**config.mk**
```make
export PLATFORM = sky130hd
export DESIGN_NAME = circle_point_generator_flat
export DESIGN_NICKNAME = d
export VERILOG_FILES = /design/src/cpg_pkg.sv /design/src/cpg_if.sv /design/src/circle_point_generator.sv /design/src/cpg_front.sv /design/src/cpg_queue.sv /design/src/cpg_back.sv /design/src/flat_wrapper.sv
export SDC_FILE = /design/constraint.sdc
export NUM_CORES = 1
export LEC_CHECK = 0
export BUFFER_PORTS_ARGS = -buffer_cell sky130_fd_sc_hd__buf_2
export CORE_MARGIN = 3
export CORE_UTILIZATION = 40
export CTS_BUF_LIST = sky130_fd_sc_hd__clkbuf_8 sky130_fd_sc_hd__clkbuf_16
export CTS_CLUSTER_SIZE = 40
export DETAILED_ROUTE_END_ITERATION = 16
export PLACE_DENSITY_LB_ADDON = 0.08
export SYNTH_ARGS = -nofsm -noshare
export SYNTH_HDL_FRONTEND = slang
export SYNTH_HIERARCHICAL = 1
export SYNTH_SLANG_ARGS = --single-unit
```
**constraint.sdc**
```tcl
create_clock -name clk -period 9.86 [get_ports clk]
set_input_delay 0.986 -clock clk [delete_from_list [all_inputs] [get_ports clk]]
set_output_delay 0.986 -clock clk [all_outputs]
set_load 0.05 [all_outputs]
```
**src/cpg_pkg.sv**
```systemverilog
// cpg_pkg: shared constants for the circle point generator.
// Command codes, octant codes, decision-variable constants, queue depth.
// No dependencies.
package cpg_pkg;

    localparam logic CMD_START = 1'b0;
    localparam logic CMD_STEP  = 1'b1;

    localparam int OCT_W = 3;
    localparam logic [OCT_W-1:0] OCT_FIRST = 3'd0;
    localparam logic [OCT_W-1:0] OCT_LAST  = 3'd7;

    // Bresenham decision-variable constants
    localparam int DEC_INIT     = 3;   // d0 = 3 - 2r
    localparam int DEC_STEP_MUL = 4;   // scale of the coordinate terms
    localparam int DEC_ADD_DIAG = 10;  // d >= 0: d + 4(x-y) + 10
    localparam int DEC_ADD_AXIS = 6;   // d <  0: d + 4x + 6

    // front-to-back job queue
    localparam int QUEUE_DEPTH = 2;
    localparam int QPTR_W      = 1;
    localparam int QCNT_W      = 2;

endpackage

```
**src/cpg_if.sv**
```systemverilog
// cpg_if: valid/ready channels of the circle point generator.
// cpg_req_if carries commands in, cpg_res_if carries results out.
// Depends on nothing; widths follow COORD_BITS.
interface cpg_req_if #(
    parameter int COORD_BITS = 10
);
    logic                  valid;
    logic                  ready;
    logic                  cmd;
    logic [COORD_BITS-1:0] center_x;
    logic [COORD_BITS-1:0] center_y;
    logic [COORD_BITS-2:0] radius;

    modport source (output valid, output cmd, output center_x, output center_y,
                    output radius, input ready);
    modport sink   (input valid, input cmd, input center_x, input center_y,
                    input radius, output ready);
endinterface

interface cpg_res_if #(
    parameter int COORD_BITS = 10
);
    logic                        valid;
    logic                        ready;
    logic signed [COORD_BITS+1:0] point_x;
    logic signed [COORD_BITS+1:0] point_y;
    logic [2:0]                  octant;
    logic                        last;
    logic                        done_res;

    modport source (output valid, output point_x, output point_y, output octant,
                    output last, output done_res, input ready);
    modport sink   (input valid, input point_x, input point_y, input octant,
                    input last, input done_res, output ready);
endinterface

```
**src/circle_point_generator.sv**
```systemverilog
// circle_point_generator: midpoint circle rasterizer, start/step command in, points out.
// With the queue empty, a step's job passes the queue, then the output register, to the result port.
// Throughput: eight results per step, one per cycle unless results stall; done gives one, start none.
// Sustained rate is set by the single result port.
// Reset (rst_n, async, low): circle idle, queue empty, no result pending.
module circle_point_generator #(
    parameter int COORD_BITS = 10
) (
    input  logic      clk,
    input  logic      rst_n,
    cpg_req_if.sink   req,
    cpg_res_if.source res
);
    // job word: done flag, center x/y, current x/y
    localparam int JOB_W = 1 + 4 * COORD_BITS;

    logic             q_full;
    logic             push;
    logic [JOB_W-1:0] push_data;
    logic             pop;
    logic             head_valid;
    logic [JOB_W-1:0] head_data;

    // Front: owns the Bresenham state. Every accepted step decides its job
    // (eight points or done) from the state before the move, then advances.
    // It takes a new command in any cycle the queue has room.
    cpg_front #(
        .COORD_BITS (COORD_BITS),
        .JOB_W      (JOB_W)
    ) u_front (
        .clk       (clk),
        .rst_n     (rst_n),
        .req       (req),
        .q_full    (q_full),
        .push      (push),
        .push_data (push_data)
    );

    // Two-entry queue decouples command transfers from result backpressure.
    cpg_queue #(
        .JOB_W (JOB_W)
    ) u_queue (
        .clk        (clk),
        .rst_n      (rst_n),
        .push       (push),
        .push_data  (push_data),
        .pop        (pop),
        .full       (q_full),
        .head_valid (head_valid),
        .head_data  (head_data)
    );

    // Back: walks the eight reflections of the head job (or one done result), one per
    // cycle unless the result port stalls, into a registered output stage; pops the job with the last one.
    cpg_back #(
        .COORD_BITS (COORD_BITS),
        .JOB_W      (JOB_W)
    ) u_back (
        .clk        (clk),
        .rst_n      (rst_n),
        .head_valid (head_valid),
        .head_data  (head_data),
        .pop        (pop),
        .res        (res)
    );

    // done results carry no point and always close their command
    a_done_is_last: assert property (@(posedge clk) disable iff (!rst_n)
        res.valid && res.done_res |-> res.last && res.octant == cpg_pkg::OCT_FIRST)
        else $error("done result not marked last");
endmodule

```
**src/cpg_front.sv**
```systemverilog
// cpg_front: accepts commands and runs the circle state (center, x, y, decision).
// Each step pushes one job (eight points or done) into the queue.
// Depends on cpg_pkg, cpg_req_if.
module cpg_front #(
    parameter int COORD_BITS = 10,
    parameter int JOB_W      = 1 + 4 * COORD_BITS
) (
    input  logic             clk,
    input  logic             rst_n,
    cpg_req_if.sink          req,
    input  logic             q_full,
    output logic             push,
    output logic [JOB_W-1:0] push_data
);
    localparam int CB    = COORD_BITS;
    localparam int DEC_W = COORD_BITS + 3;

    typedef struct packed {
        logic          done;
        logic [CB-1:0] cx;
        logic [CB-1:0] cy;
        logic [CB-1:0] x;
        logic [CB-1:0] y;
    } job_t;

    logic [CB-1:0]    cx_reg, cx_next;
    logic [CB-1:0]    cy_reg, cy_next;
    logic [CB-1:0]    x_reg, x_next;
    logic [CB-1:0]    y_reg, y_next;
    logic [DEC_W-1:0] d_reg, d_next;
    logic             running_reg, running_next;

    logic             accept;
    logic             step_ok;
    logic [DEC_W-1:0] d_diag, d_axis, d_init;
    job_t             job;

    assign req.ready = !q_full;
    assign accept    = req.valid && req.ready;
    assign step_ok   = running_reg && (y_reg >= x_reg);

    // all decision arithmetic wraps in DEC_W bits
    assign d_init = DEC_W'(cpg_pkg::DEC_INIT) - (DEC_W'(req.radius) << 1);
    assign d_diag = d_reg + DEC_W'(cpg_pkg::DEC_STEP_MUL) * (DEC_W'(x_reg) - DEC_W'(y_reg))
                    + DEC_W'(cpg_pkg::DEC_ADD_DIAG);
    assign d_axis = d_reg + DEC_W'(cpg_pkg::DEC_STEP_MUL) * DEC_W'(x_reg)
                    + DEC_W'(cpg_pkg::DEC_ADD_AXIS);

    always_comb
    begin
        cx_next      = cx_reg;
        cy_next      = cy_reg;
        x_next       = x_reg;
        y_next       = y_reg;
        d_next       = d_reg;
        running_next = running_reg;
        if (accept)
        begin
            if (req.cmd == cpg_pkg::CMD_START)
            begin
                cx_next      = req.center_x;
                cy_next      = req.center_y;
                x_next       = '0;
                y_next       = CB'(req.radius);
                d_next       = d_init;
                running_next = 1'b1;
            end
            else if (step_ok)
            begin
                if (!d_reg[DEC_W-1])
                begin
                    d_next = d_diag;
                    if (y_reg != '0)
                    begin
                        y_next = y_reg - 1'b1;
                    end
                end
                else
                begin
                    d_next = d_axis;
                end
                x_next = x_reg + 1'b1;
            end
            else
            begin
                running_next = 1'b0;
            end
        end
    end

    always_comb
    begin
        job.done = !step_ok;
        job.cx   = cx_reg;
        job.cy   = cy_reg;
        job.x    = x_reg;
        job.y    = y_reg;
    end

    assign push      = accept && (req.cmd == cpg_pkg::CMD_STEP);
    assign push_data = job;

    always_ff @(posedge clk or negedge rst_n)
    begin
        if (!rst_n)
        begin
            cx_reg      <= '0;
            cy_reg      <= '0;
            x_reg       <= '0;
            y_reg       <= '0;
            d_reg       <= '0;
            running_reg <= 1'b0;
        end
        else
        begin
            cx_reg      <= cx_next;
            cy_reg      <= cy_next;
            x_reg       <= x_next;
            y_reg       <= y_next;
            d_reg       <= d_next;
            running_reg <= running_next;
        end
    end

    a_start_runs: assert property (@(posedge clk) disable iff (!rst_n)
        accept && req.cmd == cpg_pkg::CMD_START |=> running_reg && x_reg == '0)
        else $error("start did not arm the circle");
endmodule

```
**src/cpg_queue.sv**
```systemverilog
// cpg_queue: short FIFO of jobs between front and back.
// Depends on cpg_pkg.
module cpg_queue #(
    parameter int JOB_W = 41
) (
    input  logic             clk,
    input  logic             rst_n,
    input  logic             push,
    input  logic [JOB_W-1:0] push_data,
    input  logic             pop,
    output logic             full,
    output logic             head_valid,
    output logic [JOB_W-1:0] head_data
);
    logic [JOB_W-1:0]          slot_reg [cpg_pkg::QUEUE_DEPTH];
    logic [cpg_pkg::QPTR_W-1:0] wr_ptr_reg, rd_ptr_reg;
    logic [cpg_pkg::QCNT_W-1:0] cnt_reg, cnt_next;

    assign full       = (cnt_reg == cpg_pkg::QCNT_W'(cpg_pkg::QUEUE_DEPTH));
    assign head_valid = (cnt_reg != '0);
    assign head_data  = slot_reg[rd_ptr_reg];

    always_comb
    begin
        cnt_next = cnt_reg;
        if (push && !pop)
        begin
            cnt_next = cnt_reg + 1'b1;
        end
        else if (pop && !push)
        begin
            cnt_next = cnt_reg - 1'b1;
        end
    end

    always_ff @(posedge clk)
    begin
        if (push)
        begin
            slot_reg[wr_ptr_reg] <= push_data;
        end
    end

    always_ff @(posedge clk or negedge rst_n)
    begin
        if (!rst_n)
        begin
            wr_ptr_reg <= '0;
            rd_ptr_reg <= '0;
            cnt_reg    <= '0;
        end
        else
        begin
            if (push)
            begin
                wr_ptr_reg <= wr_ptr_reg + 1'b1;
            end
            if (pop)
            begin
                rd_ptr_reg <= rd_ptr_reg + 1'b1;
            end
            cnt_reg <= cnt_next;
        end
    end

    a_no_overflow: assert property (@(posedge clk) disable iff (!rst_n)
        !(push && full))
        else $error("job pushed into full queue");
    a_no_underflow: assert property (@(posedge clk) disable iff (!rst_n)
        !(pop && !head_valid))
        else $error("job popped from empty queue");
endmodule

```
**src/cpg_back.sv**
```systemverilog
// cpg_back: expands the head job into eight reflected points or one done result.
// One result per cycle into the output register while it is empty or being read.
// Depends on cpg_pkg, cpg_res_if.
module cpg_back #(
    parameter int COORD_BITS = 10,
    parameter int JOB_W      = 1 + 4 * COORD_BITS
) (
    input  logic             clk,
    input  logic             rst_n,
    input  logic             head_valid,
    input  logic [JOB_W-1:0] head_data,
    output logic             pop,
    cpg_res_if.source        res
);
    localparam int CB    = COORD_BITS;
    localparam int OUT_W = COORD_BITS + 2;

    typedef struct packed {
        logic          done;
        logic [CB-1:0] cx;
        logic [CB-1:0] cy;
        logic [CB-1:0] x;
        logic [CB-1:0] y;
    } job_t;

    job_t                      job;
    logic [cpg_pkg::OCT_W-1:0] oct_reg, oct_next;
    logic                      fire;
    logic [OUT_W-1:0]          a_ext, b_ext, cx_ext, cy_ext;
    logic [OUT_W-1:0]          px, py;

    logic                      valid_reg;
    logic signed [OUT_W-1:0]   px_reg, py_reg;
    logic [cpg_pkg::OCT_W-1:0] res_oct_reg;
    logic                      last_reg, done_reg;

    assign job  = head_data;
    assign fire = head_valid && (!valid_reg || res.ready);
    assign pop  = fire && (job.done || oct_reg == cpg_pkg::OCT_LAST);

    // octant bit 2 swaps x and y, bit 0 negates the x offset, bit 1 the y offset
    assign a_ext  = OUT_W'(oct_reg[2] ? job.y : job.x);
    assign b_ext  = OUT_W'(oct_reg[2] ? job.x : job.y);
    assign cx_ext = OUT_W'(job.cx);
    assign cy_ext = OUT_W'(job.cy);
    assign px     = oct_reg[0] ? (cx_ext - a_ext) : (cx_ext + a_ext);
    assign py     = oct_reg[1] ? (cy_ext - b_ext) : (cy_ext + b_ext);

    always_comb
    begin
        oct_next = oct_reg;
        if (pop)
        begin
            oct_next = cpg_pkg::OCT_FIRST;
        end
        else if (fire)
        begin
            oct_next = oct_reg + 1'b1;
        end
    end

    always_ff @(posedge clk)
    begin
        if (fire)
        begin
            if (job.done)
            begin
                px_reg      <= '0;
                py_reg      <= '0;
                res_oct_reg <= cpg_pkg::OCT_FIRST;
                last_reg    <= 1'b1;
                done_reg    <= 1'b1;
            end
            else
            begin
                px_reg      <= px;
                py_reg      <= py;
                res_oct_reg <= oct_reg;
                last_reg    <= (oct_reg == cpg_pkg::OCT_LAST);
                done_reg    <= 1'b0;
            end
        end
    end

    always_ff @(posedge clk or negedge rst_n)
    begin
        if (!rst_n)
        begin
            oct_reg   <= cpg_pkg::OCT_FIRST;
            valid_reg <= 1'b0;
        end
        else
        begin
            oct_reg <= oct_next;
            if (fire)
            begin
                valid_reg <= 1'b1;
            end
            else if (res.ready)
            begin
                valid_reg <= 1'b0;
            end
        end
    end

    assign res.valid    = valid_reg;
    assign res.point_x  = px_reg;
    assign res.point_y  = py_reg;
    assign res.octant   = res_oct_reg;
    assign res.last     = last_reg;
    assign res.done_res = done_reg;

    a_mid_job_held: assert property (@(posedge clk) disable iff (!rst_n)
        oct_reg != cpg_pkg::OCT_FIRST |-> head_valid && !job.done)
        else $error("job left the queue part way through its points");
endmodule

```
**src/flat_wrapper.sv**
```systemverilog
// flat-port wrapper written by rule: the top's interface ports become plain ports
module circle_point_generator_flat 
#(
    parameter int COORD_BITS = 10
)
  (clk, rst_n, req_valid, req_cmd, req_center_x, req_center_y, req_radius, req_ready, res_valid, res_point_x, res_point_y, res_octant, res_last, res_done_res, res_ready);
  cpg_req_if #(.COORD_BITS(COORD_BITS)) req_i ();
  cpg_res_if #(.COORD_BITS(COORD_BITS)) res_i ();
  input  logic clk;
  input  logic rst_n;
  input wire logic [$bits(req_i.valid)-1:0] req_valid;
  input wire logic [$bits(req_i.cmd)-1:0] req_cmd;
  input wire logic [$bits(req_i.center_x)-1:0] req_center_x;
  input wire logic [$bits(req_i.center_y)-1:0] req_center_y;
  input wire logic [$bits(req_i.radius)-1:0] req_radius;
  output wire logic [$bits(req_i.ready)-1:0] req_ready;
  output wire logic [$bits(res_i.valid)-1:0] res_valid;
  output wire logic [$bits(res_i.point_x)-1:0] res_point_x;
  output wire logic [$bits(res_i.point_y)-1:0] res_point_y;
  output wire logic [$bits(res_i.octant)-1:0] res_octant;
  output wire logic [$bits(res_i.last)-1:0] res_last;
  output wire logic [$bits(res_i.done_res)-1:0] res_done_res;
  input wire logic [$bits(res_i.ready)-1:0] res_ready;
  assign req_i.valid = req_valid;
  assign req_i.cmd = req_cmd;
  assign req_i.center_x = req_center_x;
  assign req_i.center_y = req_center_y;
  assign req_i.radius = req_radius;
  assign req_ready = req_i.ready;
  assign res_valid = res_i.valid;
  assign res_point_x = res_i.point_x;
  assign res_point_y = res_i.point_y;
  assign res_octant = res_i.octant;
  assign res_last = res_i.last;
  assign res_done_res = res_i.done_res;
  assign res_i.ready = res_ready;
  circle_point_generator #(.COORD_BITS(COORD_BITS)) u_core (.clk(clk), .rst_n(rst_n), .req(req_i), .res(res_i));
endmodule
```
==> run_results.csv, run 1 <==
group,metric,value,unit
hold_path,hold_path_end,"u_core/u_queue/slot_reg[1][20]$_DFFE_PP_",
setup_path,reg2reg_depth,10,
sta,holdWs,470,ps
placement,dp_hpwl,19.1,mm
sta,finalClockSkew,11.9,ps
logic_synthesis,syn_inst,1022,
placement,dp_cells,1399,
logic_synthesis,synth_top_family_by_area,"compound AO/OA/AOI/OAI gates",
hold_path,holdPathStages,0,
logic_synthesis,syn_area,11000,µm²
clock_network,clk_latency,420,ps
layout,stdcell_count,1431,
clock_network,cts.sinks,172,
clock_network,cts_setup_buffers,0,
placement,gp_congestion,0.833,
sta,fin_crit_sh,39.6,%
die,core.rowCount,60,
job,drv_cap,0,
logic_synthesis,synth_xor_area_share,3.32,%
drt,drc,0,
layout,antenna_cells,0,
logic_synthesis,synth_warnings,6,
setup_path,worst-path-max-fanout,42,
logic_synthesis,yosys.area_share.simple,13.0,%
setup_path,reg2reg_to,"u_core/u_back/res.point_x[7]$_SDFFCE_PP0P_",
clock_network,cts_resized,0,
setup_path,r2r_start,"u_core/u_queue/rd_ptr_reg$_DFFE_PN0P_",
logic_synthesis,ys.flop_type,"edfxtp_1",
logic_synthesis,synth_compound_area_share,13.7,%
drt,drtAntennaViolNets,0,
sta,tns,0,ps
setup_path,endpoint_kind,"flip-flop",
logic_synthesis,synth.distinct_cells,84,
global_routing,grt_max_degree,46,
logic_synthesis,synth.mux.area_fraction,8.54,%
logic_synthesis,ys_seq_elements,172,
setup_path,reg2reg_slack,5950,ps
global_routing,antenna_found_initial,0,
clock_network,clockBufferDepth,2,
global_routing,overflow,0,
drt,via_per_inst,5.34,
drt,first_pass_iters,4,
drt,via_count,7638,
clock_network,cts_made_buffers,17,
logic_synthesis,synthArstFlopShare,35.5,%
clock_network,cts-root-buf,"clkbuf_16",
layout,drive_above_1_share,15.9,%
global_routing,grt_pass1_wl,41.6,mm
drt,wl_per_cell,18.2,µm
die,die_w,172,µm
logic_synthesis,synth.avg_cell_area,10.7,µm²
die,num_io_pins,65,
layout,final_nets,1216,
clock_network,clkTransAtPathRegs,70,ps
hold_path,holdCritPathClass,"flip-flop to flip-flop",
sta,hold_violations,0,
logic_synthesis,seq_area_frac_synth,44.3,%
logic_synthesis,synth_edf_count,111,
logic_synthesis,ys_top_cells_by_area,"edfxtp_1 30%, dfrtp_1 14%, ha_1 11%",
sta,max_freq,256,MHz
sta,setup_viol,0,
sta,slew_violations,0,
global_routing,grt_usage,18.1,%
setup_path,timing.critical_path.required,10020,ps
die,die_h,172,µm
clock_network,cts_hold_buffers,0,
global_routing,grt_pass1_vias,7415,
logic_synthesis,synth_nets,1161,
clock_network,htree_levels,4,
sta,grt_setup_unrepaired,"false",
logic_synthesis,synth_top_area_cell,"edfxtp_1",
clock_network,cts_tree,"yes",
logic_synthesis,synthAdderAreaFrac,12.4,%
die,start_util,40.7,%
hold_path,hold_start,"u_core/u_front/cy_reg[0]$_DFFE_PN0P_",
die,die_area,29500,µm²
die,fp.coreArea,27000,µm²
outcome,status,"complete, no violations",
layout,largest_reg_flops,82,
placement,io_buffers,64,
drt,initialDrtViolationCount,624,
logic_synthesis,synth_top_area_share,30.4,%
setup_path,start_kind,"flip-flop",
drt,drt_wl_total,26.0,mm
setup_path,crit_type,"flip-flop to flip-flop",
sta,fin_crit,3910,ps
sta,slew_headroom,22.7,%
setup_path,cp_data_arrival_time,4070,ps
sta,tightestPinTransition,1160,ps
layout,area_delta_synth_final,10.7,%
-- worst max path at each step --
stage | start | to | slack, ps | cells after the start
2_1_floorplan | req_cmd | u_core/u_queue/slot_reg[0][0]$_DFFE_PP_ | 6010 | 4
3_3_place_gp | req_cmd | u_core/u_queue/slot_reg[1][32]$_DFFE_PP_ | 5810 | 5
3_5_place_dp | req_cmd | u_core/u_queue/slot_reg[1][32]$_DFFE_PP_ | 5840 | 5
4_1_cts | u_core/u_queue/rd_ptr_reg$_DFFE_PN0P_ | u_core/u_back/res.point_x[9]$_SDFFCE_PP0P_ | 5920 | 10
5_1_grt | u_core/u_front/y_reg[1]$_DFFE_PN0P_ | u_core/u_front/d_reg[12]$_DFFE_PN0P_ | 5650 | 13
6_report | u_core/u_queue/rd_ptr_reg$_DFFE_PN0P_ | u_core/u_back/res.point_x[7]$_SDFFCE_PP0P_ | 5950 | 10
-- routing by layer --
metal | GRT usage [%] | vias to the layer above | share of wire (%)
met2 | 31.0 | 137 | 49
met4 | 3.92 | 0 | 1.3
met1 | 24.6 | 3639 | 47
met5 | 0 | - | 0
met3 | 2.51 | 19 | 2.6
li1 | - | 3843 | -
-- cell usage after synthesis, types with 3 or more instances --
library cell	number
a311oi_1	4
clkbuf_1	23
or2_2	3
a22oi_1	4
o22ai_1	5
xnor2_1	30
or4_1	8
nor3_1	14
a21oi_1	48
o211ai_1	18
mux2_4	39
a21o_1	14
o21ai_1	3
or3_1	11
o41ai_1	4
buf_12	4
o221ai_1	5
mux2_2	6
buf_2	5
inv_1	72
mux2_1	3
and3_1	3
nor2_1	62
buf_1	3
o21ai_0	41
mux2i_1	25
nor2b_1	12
a211oi_1	7
a31oi_1	13
ha_1	98
nand3_1	32
edfxtp_1	111
dfrtp_1	61
xor2_1	9
nand2b_1	10
nand2_1	118
o31ai_1	12
fa_1	7
o22a_1	3
o21bai_1	7
o21a_1	7
o311ai_0	3
-- cell type report --
| cell class | instances | area [µm²] |
|---|---|---|
| Inverter | 75 | 282 |
| Timing Repair Buffer | 74 | 395 |
| Multi-Input combinational cell | 737 | 5610 |
| Tap cell | 341 | 427 |
| Clock inverter | 15 | 151 |
| Sequential cell | 172 | 4860 |
| Fill cell | 2537 | 14800 |
| Clock buffer | 17 | 425 |
-- placed cells by master (no fill, tap or decap), types with 8 or more instances in the layout --
cell type  count
ha_1          98
mux2i_1       25
xor2_1         9
nand2b_1      10
dfrtp_1       60
or3_1         11
a31oi_1       13
xnor2_1       30
buf_4         10
a21oi_1       48
mux2_4        39
nor3_1        14
edfxtp_1     111
nand3_1       32
o211ai_1      18
o31ai_1       12
a21o_1        14
nor2_1        61
or4_1          8
buf_2         64
nand2_1      118
o21ai_0       41
nor2b_1       11
clkbuf_16     17
inv_1         72
-- worst max-delay path, cell delays in order (launching register included) --
cell     delay (ps)
dfrtp_2         340
buf_4           630
mux2_4          360
mux2i_1         600
ha_1            380
inv_1            60
a21oi_1          80
o41ai_1         520
o41ai_1         140
a21oi_1         190
mux2_1          360
-- stage by stage --
stage	util, %	instance area (µm²)	worst slack (ps)
after floorplan	-	11000	6010
after global placement	42.9	11600	5810
after detailed placement	42.9	11600	5840
after CTS	45.1	12100	5920
after global routing	45.1	12100	5650
final	45.1	12100	5950
-- cell families (layout without fill, tap and decap cells) --
| kind of cell | after synthesis | count (layout) |
|---|---|---|
| buffers and inverters | 113 | 181 |
| AOI/OAI and AO/OA | 223 | 223 |
| and+or+nand+nor | 296 | 296 |
| muxes | 73 | 73 |
| adders and majority gates | 105 | 105 |
| xor gates and xnor gates | 40 | 40 |
| DFF | 172 | 172 |
Power of run 1 is left out: the tool's default activity adds up to more than one toggle a clock period on the data nets, which glitch-free logic cannot reach.
==> run 2: changes to the inputs <==
--- a/config.mk
+++ b/config.mk
@@ -5,6 +5,7 @@
 export SDC_FILE = /design/constraint.sdc
 export NUM_CORES = 1
 export LEC_CHECK = 0
+export ABC_AREA = 1
 export BUFFER_PORTS_ARGS = -buffer_cell sky130_fd_sc_hd__buf_2
 export CORE_MARGIN = 3
 export CORE_UTILIZATION = 40
==> constraint.sdc (replaced) <==
create_clock -name clk -period 3.7 [get_ports clk]
set_input_delay 0.37 -clock clk [delete_from_list [all_inputs] [get_ports clk]]
set_output_delay 0.37 -clock clk [all_outputs]
set_load 0.05 [all_outputs]
==> run 2 against run 1 <==
Compared with the run above:
- flip-flop and latch count unchanged
- worst hold slack got worse by 460 ps
- non-clock buffer count rose by 7
- wire length rose by 8.1%
- synthesized cell count increased by 26%
- utilization up 0.32 points
- final area grew 5.0%
==> run_results.csv, run 2 <==
group,metric,value,unit
logic_synthesis,synthArstFlopShare,35.5,%
layout,final_cell_mix,"298 x nand2_1, 146 x inv_1, 111 x edfxtp_1, 98 x ha_1, 92 x nor2_1",
setup_path,cpMostUsedCell,"ha_1",
global_routing,grt_usage,18.6,%
setup_path,crit_type,"flip-flop to flip-flop",
sta,finalClockSkew,17.8,ps
setup_path,path_cells,"inv_1 > ha_1 > fa_1 > inv_1 > a31oi_1 > xnor2_1 > ha_1 > ha_1 > a21oi_1 > o21ai_0 > or2_2 > nand2_1 > nand3_1 > o21ai_0 > o21ai_1",
placement,dp_cells,1713,
global_routing,antenna_found_initial,0,
sta,slew_violations,0,
die,die_area,30800,µm²
logic_synthesis,ys.flop_type,"edfxtp_1",
placement,dp_hpwl,21.7,mm
setup_path,cpPeakStageDelay,410,ps
sta,grt_setup_unrepaired,"false",
sta,slew_headroom,42.2,%
global_routing,grt.met3_usage,2.44,%
layout,area_delta_synth_final,10.9,%
job,drv_cap,0,
layout,finalInstanceArea,12800,µm²
layout,drive_above_1_share,17.9,%
drt,drtAntennaViolNets,0,
clock_network,cts_resized,0,
sta,layout_setup_ws,389,ps
clock_network,cts_setup_buffers,0,
setup_path,path_delay_family,"adder cells",
layout,final_common_cell,"nand2_1",
drt,first_pass_iters,5,
global_routing,grt_pass1_vias,8327,
die,die_h,176,µm
sta,max_freq,302,MHz
global_routing,grt_pass1_wl,45.0,mm
logic_synthesis,synth_top_area_share,29.0,%
setup_path,reg2reg_depth,15,
clock_network,cts_hold_buffers,0,
clock_network,cts_made_buffers,17,
die,die_w,176,µm
clock_network,cts.sinks,172,
die,num_io_pins,65,
global_routing,grt_use_met1,24.7,%
outcome,status,"complete, no violations",
logic_synthesis,syn_area,11500,µm²
clock_network,clockBufferDepth,2,
drt,via_count,8584,
sta,tightestPinTransition,866,ps
placement,io_buffers,64,
setup_path,startpoint,"u_core/u_front/x_reg[0]$_DFFE_PN0P_",
clock_network,cts-root-buf,"clkbuf_16",
drt,drc,0,
logic_synthesis,synth_warnings,6,
drt,wl_per_cell,16.1,µm
logic_synthesis,synth.avg_cell_area,8.92,µm²
layout,antenna_cells,0,
sta,setup_viol,0,
hold_path,holdCritPathClass,"input port to async pin",
global_routing,grt-busiest-layer,"met2",
setup_path,reg2reg_slack,390,ps
layout,final_nets,1493,
layout,stdcell_count,1745,
logic_synthesis,synth_edf_count,111,
logic_synthesis,syn_inst,1289,
layout,largest_reg_flops,82,
setup_path,r2r_start,"u_core/u_front/x_reg[0]$_DFFE_PN0P_",
drt,initialDrtViolationCount,579,
global_routing,overflow,0,
logic_synthesis,seq_area_frac_synth,42.3,%
sta,tns,0,ps
die,core.rowCount,61,
logic_synthesis,synth.distinct_cells,50,
logic_synthesis,ys_top_cells_by_area,"edfxtp_1 29%, dfrtp_1 13%, ha_1 11%",
die,start_util,40.9,%
sta,hold_violations,0,
logic_synthesis,post-synth-top-count-cell,"nand2_1",
die,fp.coreArea,28100,µm²
global_routing,gr-usage-met2,32.1,%
placement,dp_slack,386,ps
clock_network,cts_tree,"yes",
setup_path,start_kind,"flip-flop",
logic_synthesis,synth_nets,1428,
setup_path,reg2reg_to,"u_core/u_front/d_reg[7]$_DFFE_PN0P_",
placement,gp_congestion,0.893,
sta,fin_crit_sh,89.5,%
clock_network,clk_latency,430,ps
logic_synthesis,synthTopCellsByCount,"298 x nand2_1, 146 x inv_1, 111 x edfxtp_1",
logic_synthesis,ys_seq_elements,172,
setup_path,worst-path-max-fanout,5,
drt,drt_wl_total,28.1,mm
sta,fin_crit,3310,ps
setup_path,cp_data_arrival_time,3620,ps
clock_network,clkTransAtPathRegs,80,ps
setup_path,endpoint,"u_core/u_front/d_reg[7]$_DFFE_PN0P_",
drt,via_per_inst,4.92,
setup_path,crit_cells,15,
setup_path,timing.critical_path.required,4010,ps
placement,dpl_cell_area,12100,µm²
setup_path,path_buf_inv,2,
setup_path,slowest_stage,"dfrtp_1",
clock_network,htree_levels,4,
setup_path,endpoint_kind,"flip-flop",
global_routing,grt_max_degree,42,
logic_synthesis,synth_top_area_cell,"edfxtp_1",
-- run 2: worst min-delay path by stage --
stage | startpoint | to | cells past startpoint
6_report | rst_n | u_core/u_front/cy_reg[3]$_DFFE_PN0P_ | 1
5_1_grt | rst_n | u_core/u_front/cy_reg[3]$_DFFE_PN0P_ | 1
3_5_place_dp | u_core/u_front/cx_reg[7]$_DFFE_PN0P_ | u_core/u_queue/slot_reg[1][37]$_DFFE_PP_ | 0
4_1_cts | rst_n | u_core/u_front/y_reg[7]$_DFFE_PN0P_ | 1
3_3_place_gp | u_core/u_front/cx_reg[9]$_DFFE_PN0P_ | u_core/u_queue/slot_reg[0][39]$_DFFE_PP_ | 0
2_1_floorplan | rst_n | u_core/u_back/oct_reg[0]$_DFFE_PN0P_ | 0
-- run 2: per-layer routing --
layer | up-vias | wire (µm)
met3 | 24 | 710
met2 | 133 | 13700
met5 | - | 0
met4 | 0 | 441
li1 | 4441 | -
met1 | 3986 | 13300
-- run 2: area by class of cell --
| class | count | area (µm²) |
|---|---|---|
| inverter | 163 | 631 |
| fill | 2870 | 15300 |
| clock buffer | 20 | 478 |
| timing repair buffer | 81 | 460 |
| multi-input combinational | 919 | 5730 |
| clock inverter | 12 | 121 |
| tap | 378 | 473 |
| sequential | 172 | 4860 |
-- run 2: logic make-up (layout without fill, tap and decap cells) --
group                    after synthesis  count (layout)  share of synthesized area, %
AO/OA/AOI/OAI                        203             203                          10.2
XOR/XNOR                              21              21                          1.60
adder cells (fa/ha/maj)              105             105                          11.9
buffers and inverters                198             276                          8.00
flip-flops                           172             172                          42.3
multiplexers                          41              41                          5.29
AND/OR/NAND/NOR                      549             549                          20.7
-- run 2: stage by stage --
| step | hold slack (ps) | utilization (%) |
|---|---|---|
| 3_5_place_dp | 455 | 43.3 |
| 2_1_floorplan | 74.4 | - |
| 5_1_grt | 64.0 | 45.4 |
| 3_3_place_gp | 447 | 43.3 |
| 4_1_cts | 28.4 | 45.4 |
| 6_report | 14.1 | 45.4 |
Power of run 2 is left out for the same reason.
